--- src/rtl/gregorian_date_counter_unit_defines.svh ---
// Assertion macros shared by the date counter RTL.
`ifndef GREGORIAN_DATE_COUNTER_UNIT_DEFINES_SVH
`define GREGORIAN_DATE_COUNTER_UNIT_DEFINES_SVH

`define GDC_ASSERT_ALWAYS(label, expr) \
    label: assert property (@(posedge aclk) disable iff (!aresetn) (expr)) \
        else $error("gdc: invariant violated");

`define GDC_ASSERT_NEXT(label, ante, cons) \
    label: assert property (@(posedge aclk) disable iff (!aresetn) (ante) |=> (cons)) \
        else $error("gdc: sequence check failed");

`endif

--- src/rtl/gdc_pkg.sv ---
// Shared types, constants and calendar functions for the date counter.
package gdc_pkg;

    localparam int COUNT_BITS_DEF = 12;
    localparam int YEAR_BITS_DEF  = 16;
    localparam int MIN_YEAR       = 1990;
    localparam int CYCLE_YEARS    = 400;
    localparam int REM_BITS       = 9;
    localparam int DAY_BITS       = 5;
    localparam int MONTH_BITS     = 4;

    localparam logic [REM_BITS-1:0]   REM_RESET = REM_BITS'(MIN_YEAR % CYCLE_YEARS);
    localparam logic [REM_BITS-1:0]   REM_LAST  = REM_BITS'(CYCLE_YEARS - 1);
    localparam logic [MONTH_BITS-1:0] JANUARY   = 4'd1;
    localparam logic [MONTH_BITS-1:0] FEBRUARY  = 4'd2;
    localparam logic [MONTH_BITS-1:0] DECEMBER  = 4'd12;
    localparam logic [DAY_BITS-1:0]   FIRST_DAY = 5'd1;
    localparam logic [DAY_BITS-1:0]   LONG_LEN  = 5'd31;

    typedef enum logic [1:0] {
        REQ_LOAD    = 2'd0,
        REQ_ADVANCE = 2'd1,
        REQ_RETREAT = 2'd2,
        REQ_NONE    = 2'd3
    } req_t;

    typedef enum logic [1:0] {
        ST_OK       = 2'd0,
        ST_BAD_LOAD = 2'd1,
        ST_LIMIT    = 2'd2
    } status_t;

    typedef struct packed {
        logic busy;
        logic done;
    } mod_stat_t;

    function automatic logic leap_of_rem(input logic [REM_BITS-1:0] rem);
        logic century;
        century = (rem == REM_BITS'(100)) || (rem == REM_BITS'(200)) ||
                  (rem == REM_BITS'(300));
        return (rem[1:0] == 2'b00) && !century;
    endfunction

    function automatic logic [DAY_BITS-1:0] month_len(input logic [MONTH_BITS-1:0] month,
                                                      input logic leap);
        logic [DAY_BITS-1:0] len;
        case (month)
            4'd4, 4'd6, 4'd9, 4'd11: len = 5'd30;
            FEBRUARY:                len = leap ? 5'd29 : 5'd28;
            default:                 len = LONG_LEN;
        endcase
        return len;
    endfunction

endpackage

--- src/rtl/gdc_mod400.sv ---
// Remainder of a year by 400 through a reciprocal multiplication, in a multiply step and a subtract step.
module gdc_mod400 import gdc_pkg::*; #(
    parameter int YEAR_BITS = YEAR_BITS_DEF
) (
    input  logic                 aclk,
    input  logic                 aresetn,
    input  logic                 start,
    input  logic [YEAR_BITS-1:0] value,
    output mod_stat_t            stat,
    output logic [REM_BITS-1:0]  rem
);

    // The year is split as 16 * high + low, so the remainder is 16 * (high mod 25) + low.
    // The quotient high / 25 is floor(high * ceil(2^33 / 25) / 2^33), exact below 2^30.
    localparam int HIGH_W  = 28;
    localparam int RECIP_W = 29;
    localparam int SHIFT   = 33;
    localparam int PROD_W  = HIGH_W + RECIP_W;
    localparam int QUOT_W  = PROD_W - SHIFT;
    localparam logic [RECIP_W-1:0] RECIP_25 = 29'd343597384;

    logic [31:0]          value_ext;
    logic [PROD_W-1:0]    product;
    logic [HIGH_W-1:0]    quot_x25;
    logic [4:0]           rem_low;
    logic [HIGH_W-1:0]    high_reg, high_next;
    logic [3:0]           low_reg, low_next;
    logic [QUOT_W-1:0]    quot_reg, quot_next;
    logic [REM_BITS-1:0]  rem_reg, rem_next;
    logic                 mul_reg, mul_next;
    logic                 sub_reg, sub_next;
    logic                 done_reg, done_next;

    assign value_ext = 32'(value);
    assign product   = PROD_W'(high_reg) * PROD_W'(RECIP_25);
    assign quot_x25  = HIGH_W'({quot_reg, 4'b0000}) + HIGH_W'({quot_reg, 3'b000}) +
                       HIGH_W'(quot_reg);
    assign rem_low   = 5'(high_reg - quot_x25);

    always_comb begin
        high_next = high_reg;
        low_next  = low_reg;
        quot_next = quot_reg;
        rem_next  = rem_reg;
        mul_next  = 1'b0;
        sub_next  = 1'b0;
        done_next = 1'b0;
        if (start) begin
            high_next = value_ext[31:4];
            low_next  = value_ext[3:0];
            mul_next  = 1'b1;
        end else if (mul_reg) begin
            quot_next = product[PROD_W-1:SHIFT];
            sub_next  = 1'b1;
        end else if (sub_reg) begin
            rem_next  = {rem_low, low_reg};
            done_next = 1'b1;
        end
    end

    always_ff @(posedge aclk) begin
        if (!aresetn) begin
            mul_reg  <= 1'b0;
            sub_reg  <= 1'b0;
            done_reg <= 1'b0;
        end else begin
            mul_reg  <= mul_next;
            sub_reg  <= sub_next;
            done_reg <= done_next;
        end
        high_reg <= high_next;
        low_reg  <= low_next;
        quot_reg <= quot_next;
        rem_reg  <= rem_next;
    end

    assign stat.busy = mul_reg || sub_reg;
    assign stat.done = done_reg;
    assign rem       = rem_reg;

endmodule

--- src/rtl/gregorian_date_counter_unit.sv ---
// Gregorian date counter: load with validation, advance by N days, retreat one day.
// Load waits in S_LOAD for the mod-400 unit; advance by N steps a day at a time in S_STEP;
// retreat passes through S_RETREAT. Each ends in S_FINISH, as do an advance by zero and
// the unused request code. One request is in work at a time, the next is taken once the
// result is in the output register; a stalled output beat holds the finished request.
// Synchronous active-low reset sets the date to January 1, 1990 and clears the handshakes.
`include "gregorian_date_counter_unit_defines.svh"

module gregorian_date_counter_unit import gdc_pkg::*; #(
    parameter int COUNT_BITS = COUNT_BITS_DEF,
    parameter int YEAR_BITS  = YEAR_BITS_DEF
) (
    input  logic                  aclk,
    input  logic                  aresetn,
    input  logic                  s_valid,
    output logic                  s_ready,
    input  logic [1:0]            s_req_type,
    input  logic [DAY_BITS-1:0]   s_load_day,
    input  logic [MONTH_BITS-1:0] s_load_month,
    input  logic [YEAR_BITS-1:0]  s_load_year,
    input  logic [COUNT_BITS-1:0] s_day_count,
    output logic                  m_valid,
    input  logic                  m_ready,
    output logic [DAY_BITS-1:0]   m_cur_day,
    output logic [MONTH_BITS-1:0] m_cur_month,
    output logic [YEAR_BITS-1:0]  m_cur_year,
    output logic                  m_leap_flag,
    output logic [1:0]            m_status
);

    typedef enum logic [4:0] {
        S_IDLE    = 5'b00001,
        S_LOAD    = 5'b00010,
        S_STEP    = 5'b00100,
        S_RETREAT = 5'b01000,
        S_FINISH  = 5'b10000
    } state_t;

    state_t                state_reg, state_next;
    logic [DAY_BITS-1:0]   day_reg, day_next;
    logic [MONTH_BITS-1:0] month_reg, month_next;
    logic [YEAR_BITS-1:0]  year_reg, year_next;
    logic [REM_BITS-1:0]   rem_reg, rem_next;
    logic [COUNT_BITS-1:0] count_reg, count_next;
    status_t               status_reg, status_next;
    logic [DAY_BITS-1:0]   ld_day_reg, ld_day_next;
    logic [MONTH_BITS-1:0] ld_month_reg, ld_month_next;
    logic [YEAR_BITS-1:0]  ld_year_reg, ld_year_next;

    logic                  m_valid_reg, m_valid_next;
    logic [DAY_BITS-1:0]   m_day_reg, m_day_next;
    logic [MONTH_BITS-1:0] m_month_reg, m_month_next;
    logic [YEAR_BITS-1:0]  m_year_reg, m_year_next;
    logic                  m_leap_reg, m_leap_next;
    logic [1:0]            m_status_reg, m_status_next;

    logic                  accept;
    logic                  mod_start;
    mod_stat_t             mod_stat;
    logic [REM_BITS-1:0]   mod_rem;
    logic                  cur_leap;
    logic [DAY_BITS-1:0]   cur_len;
    logic [DAY_BITS-1:0]   prev_len;
    logic [MONTH_BITS-1:0] prev_month;
    logic                  load_ok;
    logic                  out_free;
    logic                  date_ok;

    gdc_mod400 #(
        .YEAR_BITS(YEAR_BITS)
    ) u_mod400 (
        .aclk    (aclk),
        .aresetn (aresetn),
        .start   (mod_start),
        .value   (s_load_year),
        .stat    (mod_stat),
        .rem     (mod_rem)
    );

    assign s_ready    = (state_reg == S_IDLE);
    assign accept     = s_valid && s_ready;
    assign mod_start  = accept && (s_req_type == REQ_LOAD);
    assign out_free   = !m_valid_reg || m_ready;
    assign cur_leap   = leap_of_rem(rem_reg);
    assign cur_len    = month_len(month_reg, cur_leap);
    assign prev_month = month_reg - 1'b1;
    assign prev_len   = month_len(prev_month, cur_leap);
    assign load_ok    = (ld_year_reg >= YEAR_BITS'(MIN_YEAR)) &&
                        (ld_month_reg >= JANUARY) && (ld_month_reg <= DECEMBER) &&
                        (ld_day_reg >= FIRST_DAY) &&
                        (ld_day_reg <= month_len(ld_month_reg, leap_of_rem(mod_rem)));
    assign date_ok    = (day_reg >= FIRST_DAY) && (day_reg <= cur_len) &&
                        (month_reg >= JANUARY) && (month_reg <= DECEMBER);

    always_comb begin
        state_next    = state_reg;
        day_next      = day_reg;
        month_next    = month_reg;
        year_next     = year_reg;
        rem_next      = rem_reg;
        count_next    = count_reg;
        status_next   = status_reg;
        ld_day_next   = ld_day_reg;
        ld_month_next = ld_month_reg;
        ld_year_next  = ld_year_reg;
        m_valid_next  = m_valid_reg && !m_ready;
        m_day_next    = m_day_reg;
        m_month_next  = m_month_reg;
        m_year_next   = m_year_reg;
        m_leap_next   = m_leap_reg;
        m_status_next = m_status_reg;

        unique case (state_reg)
            S_IDLE: begin
                if (accept) begin
                    status_next   = ST_OK;
                    ld_day_next   = s_load_day;
                    ld_month_next = s_load_month;
                    ld_year_next  = s_load_year;
                    count_next    = s_day_count;
                    unique case (s_req_type)
                        REQ_LOAD:    state_next = S_LOAD;
                        REQ_ADVANCE: state_next = (s_day_count == '0) ? S_FINISH : S_STEP;
                        REQ_RETREAT: state_next = S_RETREAT;
                        default:     state_next = S_FINISH;
                    endcase
                end
            end
            S_LOAD: begin
                if (mod_stat.done) begin
                    if (load_ok) begin
                        day_next   = ld_day_reg;
                        month_next = ld_month_reg;
                        year_next  = ld_year_reg;
                        rem_next   = mod_rem;
                    end else begin
                        status_next = ST_BAD_LOAD;
                    end
                    state_next = S_FINISH;
                end
            end
            S_STEP: begin
                count_next = count_reg - 1'b1;
                if (count_reg == COUNT_BITS'(1)) begin
                    state_next = S_FINISH;
                end
                if (day_reg < cur_len) begin
                    day_next = day_reg + 1'b1;
                end else if (month_reg < DECEMBER) begin
                    day_next   = FIRST_DAY;
                    month_next = month_reg + 1'b1;
                end else if (year_reg == '1) begin
                    status_next = ST_LIMIT;
                    state_next  = S_FINISH;
                end else begin
                    day_next   = FIRST_DAY;
                    month_next = JANUARY;
                    year_next  = year_reg + 1'b1;
                    rem_next   = (rem_reg == REM_LAST) ? '0 : rem_reg + 1'b1;
                end
            end
            S_RETREAT: begin
                state_next = S_FINISH;
                if (day_reg > FIRST_DAY) begin
                    day_next = day_reg - 1'b1;
                end else if (month_reg > JANUARY) begin
                    month_next = prev_month;
                    day_next   = prev_len;
                end else if (year_reg <= YEAR_BITS'(MIN_YEAR)) begin
                    status_next = ST_LIMIT;
                end else begin
                    year_next  = year_reg - 1'b1;
                    month_next = DECEMBER;
                    day_next   = LONG_LEN;
                    rem_next   = (rem_reg == '0) ? REM_LAST : rem_reg - 1'b1;
                end
            end
            S_FINISH: begin
                if (out_free) begin
                    m_valid_next  = 1'b1;
                    m_day_next    = day_reg;
                    m_month_next  = month_reg;
                    m_year_next   = year_reg;
                    m_leap_next   = cur_leap;
                    m_status_next = status_reg;
                    state_next    = S_IDLE;
                end
            end
            default: begin
                state_next = S_IDLE;
            end
        endcase
    end

    always_ff @(posedge aclk) begin
        if (!aresetn) begin
            state_reg   <= S_IDLE;
            day_reg     <= FIRST_DAY;
            month_reg   <= JANUARY;
            year_reg    <= YEAR_BITS'(MIN_YEAR);
            rem_reg     <= REM_RESET;
            status_reg  <= ST_OK;
            m_valid_reg <= 1'b0;
        end else begin
            state_reg   <= state_next;
            day_reg     <= day_next;
            month_reg   <= month_next;
            year_reg    <= year_next;
            rem_reg     <= rem_next;
            status_reg  <= status_next;
            m_valid_reg <= m_valid_next;
        end
        count_reg    <= count_next;
        ld_day_reg   <= ld_day_next;
        ld_month_reg <= ld_month_next;
        ld_year_reg  <= ld_year_next;
        m_day_reg    <= m_day_next;
        m_month_reg  <= m_month_next;
        m_year_reg   <= m_year_next;
        m_leap_reg   <= m_leap_next;
        m_status_reg <= m_status_next;
    end

    assign m_valid     = m_valid_reg;
    assign m_cur_day   = m_day_reg;
    assign m_cur_month = m_month_reg;
    assign m_cur_year  = m_year_reg;
    assign m_leap_flag = m_leap_reg;
    assign m_status    = m_status_reg;

    `GDC_ASSERT_ALWAYS(a_date_in_range, date_ok)
    `GDC_ASSERT_ALWAYS(a_step_count_live, (state_reg != S_STEP) || (count_reg != '0))
    `GDC_ASSERT_NEXT(a_busy_after_accept, accept, !s_ready)
    `GDC_ASSERT_ALWAYS(a_mod_only_in_load, !mod_stat.busy || (state_reg == S_LOAD))

endmodule
--- config.mk ---
export PLATFORM = sky130hd
export DESIGN_NAME = gregorian_date_counter_unit
export DESIGN_NICKNAME = d
export VERILOG_FILES = /design/src/rtl/gdc_pkg.sv /design/src/rtl/gdc_mod400.sv /design/src/rtl/gregorian_date_counter_unit.sv
export VERILOG_INCLUDE_DIRS = /design/src /design/src/rtl
export SDC_FILE = /design/constraint.sdc
export NUM_CORES = 1
export LEC_CHECK = 0
export ABC_AREA = 1
export BUFFER_PORTS_ARGS = -buffer_cell sky130_fd_sc_hd__buf_2
export CAP_MARGIN = 15
export CORE_MARGIN = 4
export CORE_UTILIZATION = 40
export CTS_CLUSTER_SIZE = 40
export DETAILED_ROUTE_END_ITERATION = 10
export PLACE_DENSITY = 0.55
export SETUP_SLACK_MARGIN = 0.05
export SYNTH_ARGS = -nofsm -noshare
export SYNTH_HDL_FRONTEND = slang
export SYNTH_HIERARCHICAL = 1
export SYNTH_SLANG_ARGS = --single-unit
--- constraint.sdc ---
create_clock -name aclk -period 5.9 [get_ports aclk]
set_input_delay 0.59 -clock aclk [delete_from_list [all_inputs] [get_ports aclk]]
set_output_delay 0.59 -clock aclk [all_outputs]
set_load 0.01 [all_outputs]
After elaboration in Yosys (flattened, before gate mapping)
Index checks and enable logic that the tools add are counted.

Input port bits: 43. Word-level logic and storage cells: 208. Output and inout port bits: 30. Flip-flop bits (word level): 140.

Reduce and logical (&&, ||, !) cells: 41. $add $sub $neg: 12. Bitwise gates (word level): 3. $lt $le $gt $ge: 10. Eq/ne operators: 48. Multiplexer cells: 70. Multiply operators: 1.

Operators by type and width (number): two-way mux 16 bit (8); two-way mux 9 bit (10); two-way mux 5 bit (16); one-hot mux 16 bit (3 select lines) (1); multiplier 12 x 26 -> 35 bit, second input constant (1); two-way mux 4 bit (8); one-hot mux 5 bit (3 select lines) (2); == test 9 bit, second input constant (3); one-hot mux 9 bit (3 select lines) (1); one-hot mux 5 bit (5 select lines) (1); == test 4 x 3 -> 1 bit, second input constant (6); == test 4 bit, second input constant (6); one-hot mux 12 bit (2 select lines) (1); != test 2 bit, second input constant (11); == test 9 x 7 -> 1 bit, second input constant (2); == test 9 x 8 -> 1 bit, second input constant (2); two-way mux 2 bit (9); adder 16 x 1 -> 16 bit, second input constant (1); == test 16 bit, second input constant (1); greater-or-equal comparator 16 x 11 -> 1 bit, second input constant (1); less-or-equal comparator 16 x 11 -> 1 bit, second input constant (1); subtractor 16 x 1 -> 16 bit, second input constant (1); == test 12 x 1 -> 1 bit, second input constant (1); == test 4 x 2 -> 1 bit, second input constant (3); other kinds (51) (88).

Depth between registers and ports, before layout
Gate-level depths: netlist of the first run.

Depth after elaboration: 12. Depth in mapped cells: 22. Gate-level depth less buffers: 21.

Modules after synthesis
The synthesis of the first run kept the hierarchy.

Modules (own cells, without submodules): gregorian_date_counter_unit (area an instance 6485.0 um2, times used 1, cells an instance 827, sequential area each 2792.7 um2); gdc_mod400 (area an instance 5709.2 um2, times used 1, cells an instance 648, sequential area each 960.9 um2).

Worst setup path before layout of the first run
OpenSTA, ideal clock, no wires.

Kind: flip-flop to flip-flop. Start point: reg u_mod400.high_reg[10]. End point: reg u_mod400.quot_reg[4] (data pin). Slack: 1.325 ns. Library setup time: 0.252 ns. Required time: 5.648 ns. Period minus slack after synthesis: 4.575 ns. Path buffers: 0. Arrival time: 4.323 ns. Cell stages (with the launch flop): 19. Cells stage by stage: edfxtp_1 fa_1 inv_1 fa_1 inv_1 fa_1 fa_1 inv_1 fa_1 inv_1 ha_1 a21oi_1 o21ai_0 nand2_1 nand2_1 a21oi_1 nand2_1 nand2_1 nand2_1.

Word-level cells in the longest chain between the ends: 1.

Ends and longest elaborated chain: start: declaration (line gdc_mod400.sv:26) `logic [HIGH_W-1:0] high_reg, high_next;`; start signal: assignment (line gdc_mod400.sv:71) `high_reg <= high_next;`; multiplier 12 x 26 -> 35 bit (line gdc_mod400.sv:35) `assign product = PROD_W'(high_reg) * PROD_W'(RECIP_25);`; via u_mod400.product[37] (line gdc_mod400.sv:23) `logic [PROD_W-1:0] product;`; end signal: assignment (line gdc_mod400.sv:73) `quot_reg <= quot_next;`; end: declaration (line gdc_mod400.sv:28) `logic [QUOT_W-1:0] quot_reg, quot_next;`.

The timed path passes the listed nets, and every way through them passes these cells. A chain may end at the register's enable or synchronous reset.

Worst setup path in the final report of the first run
Start point: reg u_mod400.high_reg[10]. End point: reg u_mod400.quot_reg[0] (data pin).

Same word-level chain as after synthesis.

==> impl_results.md, run 1 <==
- DRT Pass-1 Iters: 8
- Met3 Resource Use GR: 0.0247
- # diodes: 0
- Routability congestion estimate: 0.888
- Min Tclk post-route: 4940 ps
- Post-DP HPWL: approximately 25000 µm
- Die width: 183 µm
- Synth Net Count: 1737
- Worst vdd ir: 0.285 mV
- CTS Root Cell: clkbuf_16
- TritonCTS buffer count: 17
- DR vias: 9724
- Syn. warnings: 6
- Hold path startpoint: s_load_month[1]
- Gr busiest metal: met2
- # hold bufs at CTS: 0
- Drt wl/cell: 15.9 µm
- Synth Cell Area: about 12000 µm²
- Type of destination of the critical path: register
- Fmax: 0.202 GHz
- Worst-path maximum fanout: 8
- Tcrit/Tclk final: 0.837
- Initial DRC Count: 649
- Vias/cell: 4.99
- Commonest non-fill, non-tap cell in the layout: nand2_1
- Data arrival time of the worst path: 5120 ps
- Run status: complete, no violations
- TritonCTS clock tree: built
- Clk_skew: 10.3 ps
- Relative slew slack: 0.338
- Critical Path, Cell by Cell: fa_1 -> inv_1 -> fa_1 -> inv_1 -> fa_1 -> fa_1 -> inv_1 -> fa_1 -> inv_1 -> ha_1 -> a21oi_1 -> o21ai_0 -> nand2_1 -> nand3b_1 -> nor2_1 -> nand2_1 -> nand2_1 -> nand2_1
- Initial core utilization: 0.408
- Most frequent cells in the layout: 319 x nand2_1, 286 x inv_1, 140 x ha_1, 112 x nor2_1, 95 x edfxtp_1
- Die area: between 30000 and 40000 µm²
- Die Ht: 183 µm
- Final hold vios: 0
- DRC errors left: 0
- Req. time, crit path: 6080 ps
- CP most frequent cell: fa_1
- Total setup buffers inserted after CTS: 0
- WHS: ~330 ps
- Clock sinks: 140
- Largest net degree at the start of global routing: 29
- Setup TNS: 0 ps
- Global-route usage over all layers: 0.193
- CTS Buffer Depth: 2
- Initial antenna violation count: 0
- Routing usage on met2: 0.321
- Post-Syn Area per Cell: 8.27 µm²
- First-pass GRT wire length: 50800 µm
- RSZ-0062 raised after global routing: no
- Maxcap violations: 0
- Rows: 63
- ANT nets after route: 0
- # IOs: 73
- Share of layout cells above drive strength 1: 0.0905
- Design Power: 4.32 mW
- Crit start category: register
- Leak Pwr: 6.72 nW
- CTS H-Tree Depth: 4
- R2r startpoint: u_mod400/high_reg[10]
- Met1 usage: 0.265
- GR Overflow Total: 0
- Worst skew pair latency: 430 ps
- Critical Path Max Stage Delay: 690 ps
- Fillers: 2987
- Util after Layout: 0.454
- # setup viols final: 0
- Pwr Density: 319 nW/µm²
- Final Net Count: 1808
- Max-slew violation count: 0
- Area grow syn2layout: 11.3%
- Cells after Synth: between 1000 and 1500
- CP startpoint: u_mod400/high_reg[10]
- Worst Hold Class: in2reg
- Worst-path clk slew: about 60 ps
- Post-CTS Resized: 0
- Critical path class: reg2reg
- Final WL: 30900 µm
- Slowest cell on the critical path: fa_1
- Port bufs: 72
- Vias in the first global route: about 9700
- Worst Max-Slew Pin Slew: around 990 ps
- Core area: 29900 µm²
[layout make-up]
type	count	area [µm²]	share of cell area
tap	390	488	0.0360
multi-input combinational	1016	7210	0.532
inverter	293	1100	0.0811
clock buffer	20	447	0.0329
sequential	140	3750	0.277
timing repair buffer	77	398	0.0293
clock inverter	12	169	0.0125
[per-stage QoR]
| step | setup slack [ps] | cell area, µm² | cells |
|---|---|---|---|
| 2_1_floorplan | 1320 | 12200 | 1474 |
| 3_3_place_gp | 1010 | 12900 | 1915 |
| 3_5_place_dp | 980 | 12900 | 1915 |
| 4_1_cts | 954 | 13600 | 1947 |
| 5_1_grt | 500 | 13600 | 1948 |
| 6_report | 961 | 13600 | 1948 |
[path summary, 6_finish.rpt]
path	end	slack, ps	cells after the start
max reg2reg	u_mod400/quot_reg[0]	960	18
min reg2reg	u_mod400/rem[3]	420	0
max	u_mod400/quot_reg[0]	960	18
min	ld_month_reg[1]	330	1
[metal layers]
layer / up-vias / wire, µm
met4: 0 / 597
li1: 4901 / -
met2: 178 / 14500
met5: - / 0
met3: 28 / 1130
met1: 4617 / 14700
[critical path: cells and delay by family, from the launching register on]
family	cells	cell delay, ps
and+or+nand+nor	6	480
buffers and inverters	4	240
AOI/OAI and AO/OA	2	330
adders and majority gates	6	3090
DFF	1	560
[where the power goes]
group	internal [mW]	leakage [nW]	switching (mW)	total, mW
sequential	1.15	1.25	0.0619	1.21
combinational	0.733	5.17	1.25	1.99
clock	0.715	0.303	0.413	1.13
No activity file was read; power rests on OpenSTA's default activity.
==> inputs of run 2 (changes only) <==
--- a/config.mk
+++ b/config.mk
@@ -6,14 +6,14 @@
 export SDC_FILE = /design/constraint.sdc
 export NUM_CORES = 1
 export LEC_CHECK = 0
-export ABC_AREA = 1
+export ABC_AREA = 0
 export BUFFER_PORTS_ARGS = -buffer_cell sky130_fd_sc_hd__buf_2
 export CAP_MARGIN = 15
 export CORE_MARGIN = 4
 export CORE_UTILIZATION = 40
 export CTS_CLUSTER_SIZE = 40
 export DETAILED_ROUTE_END_ITERATION = 10
-export PLACE_DENSITY = 0.55
+export PLACE_DENSITY = 0.58
 export SETUP_SLACK_MARGIN = 0.05
 export SYNTH_ARGS = -nofsm -noshare
 export SYNTH_HDL_FRONTEND = slang
==> constraint.sdc (replaced) <==
create_clock -name aclk -period 4.5 [get_ports aclk]
set_input_delay 0.45 -clock aclk [delete_from_list [all_inputs] [get_ports aclk]]
set_output_delay 0.45 -clock aclk [all_outputs]
set_load 0.01 [all_outputs]
==> run 2 against run 1 <==
Compared with the run above: the flow now finishes with violations (setup timing); clock power grew 21%; area after synthesis down 4.1%; total power grew 7.3%; die area decreased by 3.9%; global-route usage grew 0.81 points; sequential power up 23%; count of clock-buffer cells in the layout increased by 4; fmax rose by 6.1%; final area increased by 1.4%; critical path type unchanged; critical endpoint is now u_mod400/quot_reg[3].
==> impl_results.md, run 2 <==
- Inst Count DP: 1667 (-13%)
- Routability congestion estimate: 0.940 (+5.8%)
- Die area: 32000 µm² (-3.9%)
- Most frequent cells in the layout: 168 x inv_1, 129 x ha_1, 95 x edfxtp_1, 77 x fa_1
- Final WL: 31300 µm (+1.3%)
- Non-Filler Instances: 1707 (-12%)
- Initial DRC Count: 721 (+11%)
- Initial antenna violation count: 0 (unchanged)
- Crit start category: register
- # hold bufs at CTS: 0 (unchanged)
- Setup crit end: u_mod400/quot_reg[3]
- Worst-path maximum fanout: 3 (-5)
- Worst Hold Class: in2reg
- Initial core utilization: 0.406 (-0.00174)
- Violated checks: setup timing
- R2r setup slk: -160 ps (-1120 ps)
- TritonCTS buffer count: 17 (unchanged)
- Data arrival time of the worst path: 4830 ps (-290 ps)
- Global-route usage over all layers: 0.201 (+0.00815)
- Design Power: 4.64 mW (+7.3%)
- Worst-path clk slew: 60 ps (about the same)
- CP startpoint: u_mod400/high_reg[9]
- # setup viols final: 5 (+5)
- Die width: 179 µm (-2.0%)
- Worst r2r path cells: 14 (-4)
- Rows: 62 (-1.6%)
- DRT Pass-1 Iters: 6 (-2)
- Max-slew violation count: 0 (unchanged)
- Final hold vios: 0 (unchanged)
- Pwr Density: 337 nW/µm² (+5.8%)
- GR Overflow Total: 0 (unchanged)
- Port bufs: 72 (unchanged)
- Die Ht: 179 µm (-2.0%)
- WHS: 198 ps (-137 ps)
- # diodes: 0 (unchanged)
- DR vias: 9309 (-4.3%)
- Fmax: 0.215 GHz (+6.1%)
- Tcrit/Tclk final: 1.03 (+0.197)
- Relative slew slack: 0.361 (+0.0224)
- TritonCTS clock tree: built
- Largest net degree at the start of global routing: 42 (+45%)
- Vias in the first global route: 9128 (-5.4%)
- Clock sinks: 140 (unchanged)
- Req. time, crit path: 4680 ps (-1400 ps)
- ANT nets after route: 0 (unchanged)
- Worst vdd ir: 0.275 mV (-3.6%)
- Util after Layout: 0.478 (+0.0240)
- Clk_skew: 9.73 ps (-0.556 ps)
- CTS H-Tree Depth: 4 (unchanged)
- Post-Syn Area per Cell: 9.88 µm² (+19%)
- Synth Cell Area: 11700 µm² (-4.1%)
- Maxcap violations: 0 (unchanged)
- Cells after Synth: 1184 (-20%)
- Synth Net Count: 1447 (-17%)
- Final Net Count: 1573 (-13%)
- Vias/cell: 5.45 (+9.2%)
- Critical path class: reg2reg
- Leak Pwr: 5.90 nW (-12%)
- Area grow syn2layout: 17.7%
- Drt wl/cell: 18.4 µm (+16%)
- Final WS setup: -155 ps (-1120 ps)
- Commonest non-fill, non-tap cell in the layout: inv_1
- Reg2reg end: u_mod400/quot_reg[3]
- Min Tclk post-route: 4660 ps (-284 ps)
- Post-DP HPWL: 24400 µm (-2.2%)
- Hold path startpoint: s_load_month[1]
- CTS Root Cell: clkbuf_16
- Share of layout cells above drive strength 1: 0.177 (+0.0864)
- First-pass GRT wire length: 49700 µm (-2.1%)
- Type of destination of the critical path: register
- # IOs: 73 (unchanged)
- Syn. warnings: 6 (unchanged)
- Setup TNS: -652 ps (-652 ps)
- R2r startpoint: u_mod400/high_reg[9]
- Worst skew pair latency: 430 ps (about the same)
- Core area: 28800 µm² (-3.7%)
- RSZ-0062 raised after global routing: yes
- Run status: complete, but fails checks
- DRC errors left: 0 (unchanged)
- Worst Max-Slew Pin Slew: 953 ps (-39.0 ps)
- CTS Buffer Depth: 2 (unchanged)
==> run 2: worst max-delay path: stages (launching register included) <==
cell      delay (ps)
edfxtp_1         440
fa_2             560
fa_2             550
inv_1             60
fa_1             500
fa_1             490
inv_1             50
fa_1             520
ha_4             310
nand4_4           90
buf_4            160
nand2b_2         190
a31oi_2          240
a31oi_1          130
xnor2_1          130
==> run 2: how the worst min path moves through the flow <==
stage / cells past startpoint / to / slack, ps
after CTS: 1 / ld_month_reg[1] / 180
after global routing: 1 / ld_month_reg[1] / 180
final: 1 / ld_month_reg[1] / 200
after detailed placement: 0 / u_mod400/rem[1] / 410
after global placement: 0 / u_mod400/rem[0] / 410
after floorplan: 0 / u_mod400/rem[0] / 400
==> run 2: stage by stage <==
stage,instance area (µm²),worst slack (ps)
2_1_floorplan,11800,-1.62
3_3_place_gp,12900,-110
3_5_place_dp,12900,-216
4_1_cts,13600,-118
5_1_grt,13800,-305
6_report,13800,-155
==> run 2: power by group <==
| part | internal, mW | switching, mW | leakage (nW) |
|---|---|---|---|
| clock network | 0.815 | 0.555 | 0.288 |
| registers | 1.44 | 0.0469 | 1.26 |
| logic | 0.807 | 0.971 | 4.36 |
==> run 2: cell type report <==
cell class                 count  area, µm²
multi-input combinational    826       7330
inverter                     180        676
sequential                   140       3750
clock inverter                 8       52.6
fill                        2706      15000
clock buffer                  24        524
tap                          384        480
timing repair buffer         145        947
==> run 2: repair_timing <==
item	in CTS	in global routing
buffers inserted	5	2
endpoints found under the setup margin	5	5
resized for setup	15	22
pin swaps	21	18
==> run 2: per-layer routing <==
metal	wire length, µm	vias to the layer above	GRT usage	share of wire
met3	1680	39	0.0384	0.054
li1	-	4487	-	-
met1	15100	4501	0.287	0.48
met4	550	0	0.0521	0.018
met2	14000	282	0.314	0.45
met5	0	-	0	0
